<file path="src/isim_pkg.sv">
package isim_pkg;

    localparam int POS_W  = 24;
    localparam int STAT_W = 3;
    localparam int TOT_W  = 7;

    typedef enum logic [STAT_W-1:0] {
        ST_COVERED   = 3'd0,
        ST_GREW_PREV = 3'd1,
        ST_GREW_NEXT = 3'd2,
        ST_JOINED    = 3'd3,
        ST_NEW       = 3'd4,
        ST_FULL      = 3'd5,
        ST_CLEARED   = 3'd6
    } t_status;

    typedef enum logic [2:0] {
        S_IDLE,
        S_SCAN,
        S_DECIDE,
        S_SHIFT_RD,
        S_SHIFT_WR,
        S_INS_WR,
        S_DONE
    } t_state;

    typedef struct packed {
        t_status          status;
        logic [TOT_W-1:0] total;
        logic [POS_W-1:0] cov_first;
        logic [POS_W-1:0] cov_last;
    } t_result;

endpackage

</file>
<file path="src/interval_set_insert_merge_core.sv">
// Channel | Handshake                 | Payload
// --------+---------------------------+-----------------------------------------------
// request | i_req_valid / o_req_ready | i_req_type, i_position
// result  | o_res_valid / i_res_ready | o_status, o_range_total, o_covering_start/_end
//
// Clear goes from accept straight to its result. Insert scans the table, reading one
// entry per range whose first position is at or below the request position, plus
// one for the first range above it if there is one, then decides; it moves ranges
// with a read and a write each when a range is added or two join, and writes a new one.
// One request is in work at a time; the next is taken once its result is registered.
// Synchronous active-low reset empties the table; table contents are kept as is.
// A stalled result holds in the output register while the next request is worked on.
module interval_set_insert_merge_core import isim_pkg::*; #(
    parameter int MAX_RANGES = 64,
    parameter int POS_BITS   = 24
) (
    input  logic              i_clk,
    input  logic              i_rst_n,
    input  logic              i_req_valid,
    output logic              o_req_ready,
    input  logic              i_req_type,
    input  logic [POS_W-1:0]  i_position,
    output logic              o_res_valid,
    input  logic              i_res_ready,
    output logic [STAT_W-1:0] o_status,
    output logic [TOT_W-1:0]  o_range_total,
    output logic [POS_W-1:0]  o_covering_start,
    output logic [POS_W-1:0]  o_covering_end
);

    localparam int AW = (MAX_RANGES > 1) ? $clog2(MAX_RANGES) : 1;
    localparam int CW = $clog2(MAX_RANGES + 1);
    localparam int XW = (POS_BITS > POS_W) ? POS_BITS : POS_W;

    logic [XW-1:0]         w_pos_ext;
    logic [POS_BITS-1:0]   w_pos;
    logic [AW-1:0]         w_rd_addr;
    logic [2*POS_BITS-1:0] w_rd_data;
    logic                  w_wr_en;
    logic [AW-1:0]         w_wr_addr;
    logic [2*POS_BITS-1:0] w_wr_data;
    logic                  w_res_valid;
    logic                  w_res_free;
    t_result               w_res;
    logic                  r_out_valid;
    t_result               r_out;

    assign w_pos_ext  = XW'(i_position);
    assign w_pos      = w_pos_ext[POS_BITS-1:0];
    assign w_res_free = !r_out_valid || i_res_ready;

    isim_ctrl #(
        .MAX_RANGES (MAX_RANGES),
        .POS_BITS   (POS_BITS),
        .AW         (AW),
        .CW         (CW)
    ) u_ctrl (
        .i_clk       (i_clk),
        .i_rst_n     (i_rst_n),
        .i_req_valid (i_req_valid),
        .o_req_ready (o_req_ready),
        .i_req_type  (i_req_type),
        .i_pos       (w_pos),
        .o_rd_addr   (w_rd_addr),
        .i_rd_data   (w_rd_data),
        .o_wr_en     (w_wr_en),
        .o_wr_addr   (w_wr_addr),
        .o_wr_data   (w_wr_data),
        .o_res_valid (w_res_valid),
        .i_res_ready (w_res_free),
        .o_res       (w_res)
    );

    isim_ram #(
        .DEPTH (MAX_RANGES),
        .AW    (AW),
        .DW    (2 * POS_BITS)
    ) u_ram (
        .i_clk     (i_clk),
        .i_wr_en   (w_wr_en),
        .i_wr_addr (w_wr_addr),
        .i_wr_data (w_wr_data),
        .i_rd_addr (w_rd_addr),
        .o_rd_data (w_rd_data)
    );

    always_ff @(posedge i_clk) begin
        if (!i_rst_n) begin
            r_out_valid <= 1'b0;
        end else if (w_res_valid && w_res_free) begin
            r_out_valid <= 1'b1;
        end else if (i_res_ready) begin
            r_out_valid <= 1'b0;
        end
    end

    always_ff @(posedge i_clk) begin
        if (w_res_valid && w_res_free) begin
            r_out <= w_res;
        end
    end

    assign o_res_valid      = r_out_valid;
    assign o_status         = r_out.status;
    assign o_range_total    = r_out.total;
    assign o_covering_start = r_out.cov_first;
    assign o_covering_end   = r_out.cov_last;

endmodule

</file>
<file path="src/isim_ram.sv">
module isim_ram #(
    parameter int DEPTH = 64,
    parameter int AW    = 6,
    parameter int DW    = 48
) (
    input  logic          i_clk,
    input  logic          i_wr_en,
    input  logic [AW-1:0] i_wr_addr,
    input  logic [DW-1:0] i_wr_data,
    input  logic [AW-1:0] i_rd_addr,
    output logic [DW-1:0] o_rd_data
);

    logic [DW-1:0] r_mem [DEPTH];
    logic [DW-1:0] r_rd_data;

    always_ff @(posedge i_clk) begin
        if (i_wr_en) begin
            r_mem[i_wr_addr] <= i_wr_data;
        end
    end

    always_ff @(posedge i_clk) begin
        r_rd_data <= r_mem[i_rd_addr];
    end

    assign o_rd_data = r_rd_data;

endmodule

</file>
<file path="src/isim_ctrl.sv">
module isim_ctrl import isim_pkg::*; #(
    parameter int MAX_RANGES = 64,
    parameter int POS_BITS   = 24,
    parameter int AW         = 6,
    parameter int CW         = 7
) (
    input  logic                  i_clk,
    input  logic                  i_rst_n,
    input  logic                  i_req_valid,
    output logic                  o_req_ready,
    input  logic                  i_req_type,
    input  logic [POS_BITS-1:0]   i_pos,
    output logic [AW-1:0]         o_rd_addr,
    input  logic [2*POS_BITS-1:0] i_rd_data,
    output logic                  o_wr_en,
    output logic [AW-1:0]         o_wr_addr,
    output logic [2*POS_BITS-1:0] o_wr_data,
    output logic                  o_res_valid,
    input  logic                  i_res_ready,
    output t_result               o_res
);

    localparam int XW  = (POS_BITS > POS_W) ? POS_BITS : POS_W;
    localparam int TXW = (CW > TOT_W) ? CW : TOT_W;

    function automatic logic [POS_W-1:0] f_pos_out(input logic [POS_BITS-1:0] v);
        logic [XW-1:0] w;
        w = XW'(v);
        return w[POS_W-1:0];
    endfunction

    function automatic logic [TOT_W-1:0] f_tot_out(input logic [CW-1:0] v);
        logic [TXW-1:0] w;
        w = TXW'(v);
        return w[TOT_W-1:0];
    endfunction

    t_state              r_state, n_state;
    logic [CW-1:0]       r_used, n_used;
    logic [POS_BITS-1:0] r_pos, n_pos;
    logic [CW-1:0]       r_ptr, n_ptr;
    logic [CW-1:0]       r_idx, n_idx;
    logic [CW-1:0]       r_src, n_src;
    logic                r_del, n_del;
    logic                r_has_prev, n_has_prev;
    logic                r_has_next, n_has_next;
    logic [POS_BITS-1:0] r_prev_first, n_prev_first;
    logic [POS_BITS-1:0] r_prev_last, n_prev_last;
    logic [POS_BITS-1:0] r_next_first, n_next_first;
    logic [POS_BITS-1:0] r_next_last, n_next_last;
    t_result             r_res, n_res;

    logic [POS_BITS-1:0] w_rd_first;
    logic [POS_BITS-1:0] w_rd_last;
    logic                w_le;
    logic [CW-1:0]       w_ptr_inc;
    logic [CW-1:0]       w_idx_inc;
    logic [CW-1:0]       w_idx_dec;
    logic [CW-1:0]       w_src_inc;
    logic [CW-1:0]       w_src_dec;
    logic [POS_BITS:0]   w_prev_inc;
    logic [POS_BITS:0]   w_pos_inc;
    logic                w_cov;
    logic                w_gp;
    logic                w_gn;
    logic                w_full;

    assign w_rd_first = i_rd_data[2*POS_BITS-1:POS_BITS];
    assign w_rd_last  = i_rd_data[POS_BITS-1:0];
    assign w_le       = (w_rd_first <= r_pos);
    assign w_ptr_inc  = r_ptr + CW'(1);
    assign w_idx_inc  = r_idx + CW'(1);
    assign w_idx_dec  = r_idx - CW'(1);
    assign w_src_inc  = r_src + CW'(1);
    assign w_src_dec  = r_src - CW'(1);
    assign w_prev_inc = {1'b0, r_prev_last} + (POS_BITS+1)'(1);
    assign w_pos_inc  = {1'b0, r_pos} + (POS_BITS+1)'(1);
    assign w_cov      = r_has_prev && (r_pos <= r_prev_last);
    assign w_gp       = r_has_prev && (w_prev_inc == {1'b0, r_pos});
    assign w_gn       = r_has_next && (r_pos != {POS_BITS{1'b1}})
                        && ({1'b0, r_next_first} == w_pos_inc);
    assign w_full     = (r_used >= CW'(MAX_RANGES));

    always_comb begin
        n_state = r_state;
        case (r_state)
            S_IDLE: begin
                if (i_req_valid) begin
                    if (i_req_type) begin
                        n_state = S_DONE;
                    end else if (r_used == '0) begin
                        n_state = S_DECIDE;
                    end else begin
                        n_state = S_SCAN;
                    end
                end
            end
            S_SCAN: begin
                if (!w_le || (w_ptr_inc >= r_used)) begin
                    n_state = S_DECIDE;
                end
            end
            S_DECIDE: begin
                if (w_cov) begin
                    n_state = S_DONE;
                end else if (w_gp && w_gn) begin
                    n_state = (w_idx_inc < r_used) ? S_SHIFT_RD : S_DONE;
                end else if (w_gp || w_gn || w_full) begin
                    n_state = S_DONE;
                end else begin
                    n_state = (r_used > r_idx) ? S_SHIFT_RD : S_INS_WR;
                end
            end
            S_SHIFT_RD: begin
                n_state = S_SHIFT_WR;
            end
            S_SHIFT_WR: begin
                if (r_del) begin
                    n_state = (r_src >= r_used) ? S_DONE : S_SHIFT_RD;
                end else begin
                    n_state = (r_src == r_idx) ? S_INS_WR : S_SHIFT_RD;
                end
            end
            S_INS_WR: begin
                n_state = S_DONE;
            end
            S_DONE: begin
                if (i_res_ready) begin
                    n_state = S_IDLE;
                end
            end
            default: begin
                n_state = S_IDLE;
            end
        endcase
    end

    always_comb begin
        o_req_ready  = 1'b0;
        o_res_valid  = 1'b0;
        o_rd_addr    = r_ptr[AW-1:0];
        o_wr_en      = 1'b0;
        o_wr_addr    = r_idx[AW-1:0];
        o_wr_data    = {r_pos, r_pos};
        n_used       = r_used;
        n_pos        = r_pos;
        n_ptr        = r_ptr;
        n_idx        = r_idx;
        n_src        = r_src;
        n_del        = r_del;
        n_has_prev   = r_has_prev;
        n_has_next   = r_has_next;
        n_prev_first = r_prev_first;
        n_prev_last  = r_prev_last;
        n_next_first = r_next_first;
        n_next_last  = r_next_last;
        n_res        = r_res;
        case (r_state)
            S_IDLE: begin
                o_req_ready = 1'b1;
                o_rd_addr   = '0;
                if (i_req_valid) begin
                    n_pos      = i_pos;
                    n_ptr      = '0;
                    n_idx      = '0;
                    n_has_prev = 1'b0;
                    n_has_next = 1'b0;
                    if (i_req_type) begin
                        n_used = '0;
                        n_res  = '{status: ST_CLEARED, total: '0, cov_first: '0,
                                   cov_last: '0};
                    end
                end
            end
            S_SCAN: begin
                o_rd_addr = w_ptr_inc[AW-1:0];
                if (w_le) begin
                    n_has_prev   = 1'b1;
                    n_prev_first = w_rd_first;
                    n_prev_last  = w_rd_last;
                    n_ptr        = w_ptr_inc;
                    n_idx        = w_ptr_inc;
                end else begin
                    n_has_next   = 1'b1;
                    n_next_first = w_rd_first;
                    n_next_last  = w_rd_last;
                    n_idx        = r_ptr;
                end
            end
            S_DECIDE: begin
                if (w_cov) begin
                    n_res = '{status: ST_COVERED, total: f_tot_out(r_used),
                              cov_first: f_pos_out(r_prev_first),
                              cov_last: f_pos_out(r_prev_last)};
                end else if (w_gp && w_gn) begin
                    o_wr_en   = 1'b1;
                    o_wr_addr = w_idx_dec[AW-1:0];
                    o_wr_data = {r_prev_first, r_next_last};
                    n_used    = r_used - CW'(1);
                    n_src     = w_idx_inc;
                    n_del     = 1'b1;
                    n_res     = '{status: ST_JOINED, total: f_tot_out(r_used - CW'(1)),
                                  cov_first: f_pos_out(r_prev_first),
                                  cov_last: f_pos_out(r_next_last)};
                end else if (w_gp) begin
                    o_wr_en   = 1'b1;
                    o_wr_addr = w_idx_dec[AW-1:0];
                    o_wr_data = {r_prev_first, r_pos};
                    n_res     = '{status: ST_GREW_PREV, total: f_tot_out(r_used),
                                  cov_first: f_pos_out(r_prev_first),
                                  cov_last: f_pos_out(r_pos)};
                end else if (w_gn) begin
                    o_wr_en   = 1'b1;
                    o_wr_addr = r_idx[AW-1:0];
                    o_wr_data = {r_pos, r_next_last};
                    n_res     = '{status: ST_GREW_NEXT, total: f_tot_out(r_used),
                                  cov_first: f_pos_out(r_pos),
                                  cov_last: f_pos_out(r_next_last)};
                end else if (w_full) begin
                    n_res = '{status: ST_FULL, total: f_tot_out(r_used), cov_first: '0,
                              cov_last: '0};
                end else begin
                    n_used = r_used + CW'(1);
                    n_src  = r_used - CW'(1);
                    n_del  = 1'b0;
                    n_res  = '{status: ST_NEW, total: f_tot_out(r_used + CW'(1)),
                               cov_first: f_pos_out(r_pos), cov_last: f_pos_out(r_pos)};
                end
            end
            S_SHIFT_RD: begin
                o_rd_addr = r_src[AW-1:0];
            end
            S_SHIFT_WR: begin
                o_wr_en   = 1'b1;
                o_wr_data = i_rd_data;
                if (r_del) begin
                    o_wr_addr = w_src_dec[AW-1:0];
                    n_src     = w_src_inc;
                end else begin
                    o_wr_addr = w_src_inc[AW-1:0];
                    n_src     = w_src_dec;
                end
            end
            S_INS_WR: begin
                o_wr_en   = 1'b1;
                o_wr_addr = r_idx[AW-1:0];
                o_wr_data = {r_pos, r_pos};
            end
            S_DONE: begin
                o_res_valid = 1'b1;
            end
            default: begin
                o_req_ready = 1'b0;
            end
        endcase
    end

    always_ff @(posedge i_clk) begin
        if (!i_rst_n) begin
            r_state <= S_IDLE;
            r_used  <= '0;
        end else begin
            r_state <= n_state;
            r_used  <= n_used;
        end
    end

    always_ff @(posedge i_clk) begin
        r_pos        <= n_pos;
        r_ptr        <= n_ptr;
        r_idx        <= n_idx;
        r_src        <= n_src;
        r_del        <= n_del;
        r_has_prev   <= n_has_prev;
        r_has_next   <= n_has_next;
        r_prev_first <= n_prev_first;
        r_prev_last  <= n_prev_last;
        r_next_first <= n_next_first;
        r_next_last  <= n_next_last;
        r_res        <= n_res;
    end

    assign o_res = r_res;

endmodule

</file>
<file path="config.mk">
export PLATFORM = sky130hd
export DESIGN_NAME = interval_set_insert_merge_core
export DESIGN_NICKNAME = d
export VERILOG_FILES = /design/src/isim_pkg.sv /design/src/interval_set_insert_merge_core.sv /design/src/isim_ram.sv /design/src/isim_ctrl.sv
export SDC_FILE = /design/constraint.sdc
export NUM_CORES = 2
export LEC_CHECK = 0
export BUFFER_PORTS_ARGS = -buffer_cell sky130_fd_sc_hd__buf_2
export CAP_MARGIN = 20
export CORE_MARGIN = 3
export CORE_UTILIZATION = 63
export DETAILED_ROUTE_END_ITERATION = 6
export GPL_ROUTABILITY_DRIVEN = 0
export PLACE_DENSITY = 0.83
export SLEW_MARGIN = 20
export SYNTH_ARGS = -nofsm -noshare
export SYNTH_HDL_FRONTEND = slang
export SYNTH_HIERARCHICAL = 1
export SYNTH_SLANG_ARGS = --single-unit
</file>
<file path="constraint.sdc">
create_clock -name i_clk -period 9.5 [get_ports i_clk]
set_input_delay 2.85 -clock i_clk [delete_from_list [all_inputs] [get_ports i_clk]]
set_output_delay 2.85 -clock i_clk [all_outputs]
set_load 0.005 [all_outputs]
</file>
Word level (Yosys, flattened, before mapping)
Memory sizes are Yosys's and may differ from the RTL's. A register that Yosys moved wholly into a read port is not among the register bits.
Index checks and enable logic that the tools add are counted.
W data, S select, Z words.
{"block": "op_classes", "bitwise": 2, "n_addsub": 8, "div": 0, "n_mul": 0, "reduce_logical": 29, "n_mux": 70, "eq_ne": 23, "magnitude_cmp": 7, "shifts": 0}
{"cell": "$mux W58", "count": 6}
{"cell": "$mux W48", "count": 3}
{"cell": "$pmux W58 S2", "count": 1}
{"cell": "$mux W7", "count": 15}
{"cell": "$pmux W48 S2", "count": 1}
{"cell": "$mux W56", "count": 1}
{"cell": "$add A24 B1 Y25 const B", "count": 2}
{"cell": "$le A24 B24 Y1", "count": 2}
{"cell": "$pmux W7 S2", "count": 3}
{"cell": "$mux W3", "count": 12}
{"cell": "$eq A24 B25 Y1", "count": 1}
{"cell": "$eq A25 B24 Y1", "count": 1}
{"cell": "$mux W24", "count": 1}
{"cell": "$mux W6", "count": 4}
{"cell": "$ne A24 B24 Y1 const B", "count": 1}
{"cell": "$add A7 B1 Y7 const B", "count": 3}
{"cell": "$pmux W3 S7", "count": 1}
{"cell": "$pmux W6 S3", "count": 1}
{"cell": "$mux W1", "count": 16}
{"cell": "$ne A2 B2 Y1 const B", "count": 8}
{"cell": "$ge A7 B7 Y1", "count": 2}
{"cell": "$sub A7 B1 Y7 const B", "count": 2}
{"cell": "$pmux W6 S2", "count": 1}
{"cell": "$reduce_and A3 Y1", "count": 4}
{"cell": "23 further kinds", "count": 47}
{"block": "word_totals", "out_inout_bits": 60, "word_cells": 161, "mem_bits_ro": 0, "regBits": 264, "latch_bits": 0, "mem_count": 1, "mem_bits_rw": 3072}
{"memory": "u_ram.r_mem", "words": 64, "word_bits": 48, "read_ports": 1, "rd_ports_with_merged_regs": 1, "wr": 1, "line": "isim_ram.sv:14", "text": "logic [DW-1:0] r_mem [DEPTH];"}

Longest topological paths before layout
{"block": "logic_depth", "ltp_word": 10, "mapped_depth": 21, "mapped_depth_nobuf": 18}

Hierarchy
Netlist, hierarchy kept.
{"module": "isim_ram", "area_per_inst_um2": 117285.0, "seq_area_each_um2": 93209.4, "n_inst": 1, "cells_each": 4888}
{"module": "isim_ctrl", "area_per_inst_um2": 13452.9, "seq_area_each_um2": 6055.8, "n_inst": 1, "cells_each": 1305}
{"module": "interval_set_insert_merge_core", "area_per_inst_um2": 1799.2, "seq_area_each_um2": 1761.7, "n_inst": 1, "cells_each": 63}

Worst setup path after synthesis
OpenSTA, ideal clock, no wires.
{"block": "synth_timing", "path_type": "register to register", "start": "register u_ctrl.r_pos[0]", "end": "memory u_ram.r_mem[40][0], enable pin", "setup_time_ns": 0.513, "synth_period_minus_slack_ns": 8.453, "t_arrival_ns": 7.940, "path_slack_ns": 1.047, "required_time_ns": 8.987, "stages_incl_launch_ff": 20, "path_cell_list": "edfxtp_1 ha_1 nand4_2 or4_1 o21a_1 nor3_1 o21ai_1 and2_1 or4b_2 inv_1 ha_1 buf_2 clkinv_1 a21oi_4 buf_2 nand2_1 o211ai_1 nand3_1 or3_1 nor3_1"}
{"block": "synth_via", "elab_cells_between_ends": 21, "cone_classes": "add/sub (1); order compare (1); eq/ne (3); mux (11); reduce/logical (5)"}
{"item": "start: declaration", "line": "isim_ctrl.sv:40", "text": "logic [POS_BITS-1:0] r_pos, n_pos;"}
{"item": "start signal: assignment", "line": "isim_ctrl.sv:269", "text": "r_pos <= n_pos;"}
{"item": "$add A24 B1 Y25 / $ne A24 B24 Y1 (equally long branches)", "line": "isim_ctrl.sv:77, isim_ctrl.sv:80"}
{"item": "$eq A24 B25 Y1 / $logic_and A1 B1 Y1 (equally long branches)", "line": "isim_ctrl.sv:81, isim_ctrl.sv:80"}
{"item": "$logic_and A1 B1 Y1", "line": "isim_ctrl.sv:81", "text": "&& ({1'b0, r_next_first} == w_pos_inc);"}
{"item": "$logic_and A1 B1 Y1", "line": "isim_ctrl.sv:195", "text": "end else if (w_gp && w_gn) begin"}
{"item": "$mux W6", "line": "isim_ctrl.sv:195"}
{"item": "$mux W6 *", "line": "isim_ctrl.sv:191", "text": "if (w_cov) begin"}
{"item": "$pmux W6 S2 *", "line": "isim_ctrl.sv:158", "text": "case (r_state)"}
{"item": "via w_wr_addr[3]", "line": "interval_set_insert_merge_core.sv:40", "text": "logic [AW-1:0] w_wr_addr;"}
{"item": "end: declaration", "line": "isim_ram.sv:14"}
Mark *: on every way through the listed nets, which the timed path passes. The rest lies on a longest branch.

Worst setup path in the final report
{"block": "layout_timing", "start": "register u_ctrl.r_pos[2]", "end": "memory u_ram.r_mem[51][4], enable pin"}
The elaborated chain is that of the path after synthesis.

==> out/metrics.cfg <==
[placed_design]
placed_area_um2=137000
io_buffers=88
dp_slack_ps=1460
dp_hpwl_um=201000

[finish]
multi_input_comb_area_um2=30500
layout_common_cells=edfxtp_1, mux4_2, clkbuf_16
finalInstanceArea_um2=148000
regArea_um2=101000
final_core_util_pct=71.1
syn_to_final_growth_pct=11.6
fin_nets=6619
final_common_cell=edfxtp_1
drive_gt1_share_pct=26.5
fillers=10950

[worst_hold_path]
hold_path.class=flop to flop

[detailed_routing]
vias=73800
dr.pass1.iters=7
wire_per_inst_um=41.2
ant_nets=0
avgViaCountPerCell=7.73
drc=47
first_iter_violations=14340
finalWirelength_um=393000

[pwr]
clockPowerShare_pct=24.8
peakVddDrop_uv=467
power.leakage_nw=45.9
p_per_area_nw_per_um2=356
p_comb_share_pct=37.0
pwr-share-seq_pct=38.2
switching_power_mw=19.4
swShare_pct=36.8
p_int_mw=33.3
power_mw=52.7

[logic_synthesis]
synth_flop_cell=edfxtp_1
syn_inst=6256
synth_edf_count=3325
synth_area_um2=133000
synth_seq_cells=3384
synthDistinctLibCells=93
postSynth.asyncResetShare_pct=0
syn-num-nets=6367
yosys_warnings=6
synth_area_per_cell_um2=21.2
yosysSeqAreaShare_pct=76.2

[cts]
clkTransAtPathRegs_ps=60
clkSinkCount=3384
clock_latency_ps=990
cts.root.buffer_cell=clkbuf_16
ctsResizeCount=0
cts_buffers=336
h-tree-depth=5
hold_buffers=0
cts_setup_buffers=0
cts_tree=built
clockBufferDepth=4

[floorplan]
initial_core_util_pct=63.7
dieArea_um2=216000
dieWidth_um=465
io_pins=89
rows=167
die_h_um=465
core_um2=208000

[setup_path]
cp.arrival_ps=9470
required_ps=10060
path_class=flop to flop
worstPathMaxFanout=26
rrSetupSlack_ps=580
worstSetupStartpointType=flop
endpoint_kind=flop

[global_route]
grt_overflow=0
grt_pass1_wl_um=554000
grt_pass1_vias=71578
grt_max_degree=131
antenna_found_initial=29
track_usage_pct=36.7

[timing]
rsz0062_at_grt=no
min_period_ps=8920
setup_slack_ps=583
slew_viol_final=0
clock_skew_ps=112
max-slew-margin-rel_pct=15.2
hold_violations=0
setup_viol_count_final=0
tns_ps=0
period_share_pct=93.9
worst_pin_slew_ps=1270
fmax_mhz=112

[outcome]
violations=DRC
status=finished, violations left

[run]
maxCapViolCount=0

[layout make-up]
type	count	area share, %
clock buffer	420	6.11
tap	2788	2.36
timing repair buffer	278	1.41
antenna	14	0.0237
inverter	88	0.233
sequential	3384	68.3
multi-input combinational	2420	20.6
clock inverter	158	0.940
[metal layers]
layer  GRT usage (%)  vias up  wire, um
met4            18.2       14     27100
met3            9.87     1646     56600
met2            57.7     8068    186000
met5           0.290        -       181
li1                -    26850         -
met1            48.0    37222    123000
[path summary, 6_finish.rpt]
kind	startpoint	end	cells past startpoint
worst max-delay path	u_ctrl/r_pos[2]	u_ram/r_mem[51][4]	18
worst min-delay path	u_ctrl/o_res[54]	o_range_total[6]	0
worst max register to register	u_ctrl/r_pos[2]	u_ram/r_mem[51][4]	18
worst min register to register	u_ctrl/o_res[54]	o_range_total[6]	0
[flip-flops by register name, summed over array words and instances, names as in the netlist, 3 cells and up]
signal / count
u_ctrl/r_idx: 7
u_ctrl/o_res: 58
u_ram/o_rd_data: 48
o_covering_start: 24
u_ctrl/r_next_first: 24
o_status: 3
u_ctrl/r_src: 7
u_ctrl/r_next_last: 24
u_ram/r_mem: 3072
u_ctrl/r_state: 3
u_ctrl/r_prev_last: 24
u_ctrl/r_pos: 24
o_range_total: 7
o_covering_end: 24
u_ctrl/r_prev_first: 24
u_ctrl/r_used: 7
[cell families (layout without fill, tap and decap cells)]
family	count (synthesis)	count (layout)	share of synthesized area, %
flip-flops	3384	3384	76.2
multiplexers	928	928	14.9
AND/OR/NAND/NOR	677	677	2.56
AO/OA/AOI/OAI	650	650	3.42
buffers and inverters	452	944	1.52
XOR/XNOR	83	83	0.559
adder cells (fa/ha/maj)	82	82	0.774
other	0	14	0
[cells in the mapped netlist (29+ instances only)]
cell / n / area [um2]
nand3_1: 50 / 250
nand2_1: 131 / 492
a221o_1: 50 / 500
buf_4: 29 / 218
o22ai_1: 157 / 982
edfxtp_1: 3325 / 99800
mux4_2: 836 / 18800
o221ai_1: 48 / 420
xnor2_1: 57 / 499
a31oi_1: 32 / 200
mux2_2: 45 / 507
nor2_1: 216 / 811
o21ai_0: 79 / 395
dfxtp_1: 59 / 1180
inv_1: 85 / 319
buf_1: 32 / 120
mux2i_1: 47 / 470
nand4_1: 29 / 181
nor3_1: 84 / 420
a21oi_1: 102 / 510
buf_2: 117 / 586
ha_1: 82 / 1030
clkbuf_1: 175 / 657
[power groups by stage]
stage / Combinational [mW] / Clock, mW / Sequential [mW]
final: 19.5 / 13.1 / 20.1
after global routing: 19.8 / 13.6 / 20.1
after floorplan: 11.1 / 0 / 20.1
after global placement: 17.5 / 0 / 20.3
after CTS: 18.8 / 13.1 / 20.1
after detailed placement: 18.1 / 0 / 20.4
[per-stage QoR]
step	instances	hold slack, ps
3_5_place_dp	8957	405
2_1_floorplan	6256	400
5_1_grt	9536	422
4_1_cts	9535	419
6_report	9550	417
3_3_place_gp	8957	401
[worst max-delay path, cell delays in order (launching register included)]
cell and delay [ps]:
edfxtp_1 780, nand4_2 350, nor4_4 440, a21oi_1 160, or4b_1 570, nor2_1 140
nand4b_1 130, or4b_2 760, inv_1 120, ha_1 150, buf_4 270, clkinv_1 640
a21oi_4 460, a211oi_1 130, a311o_1 570, nor2b_1 400, nand3_1 860, nor2_4 1090
buf_4 440
Note: power is estimated with default switching activity, not from simulation.
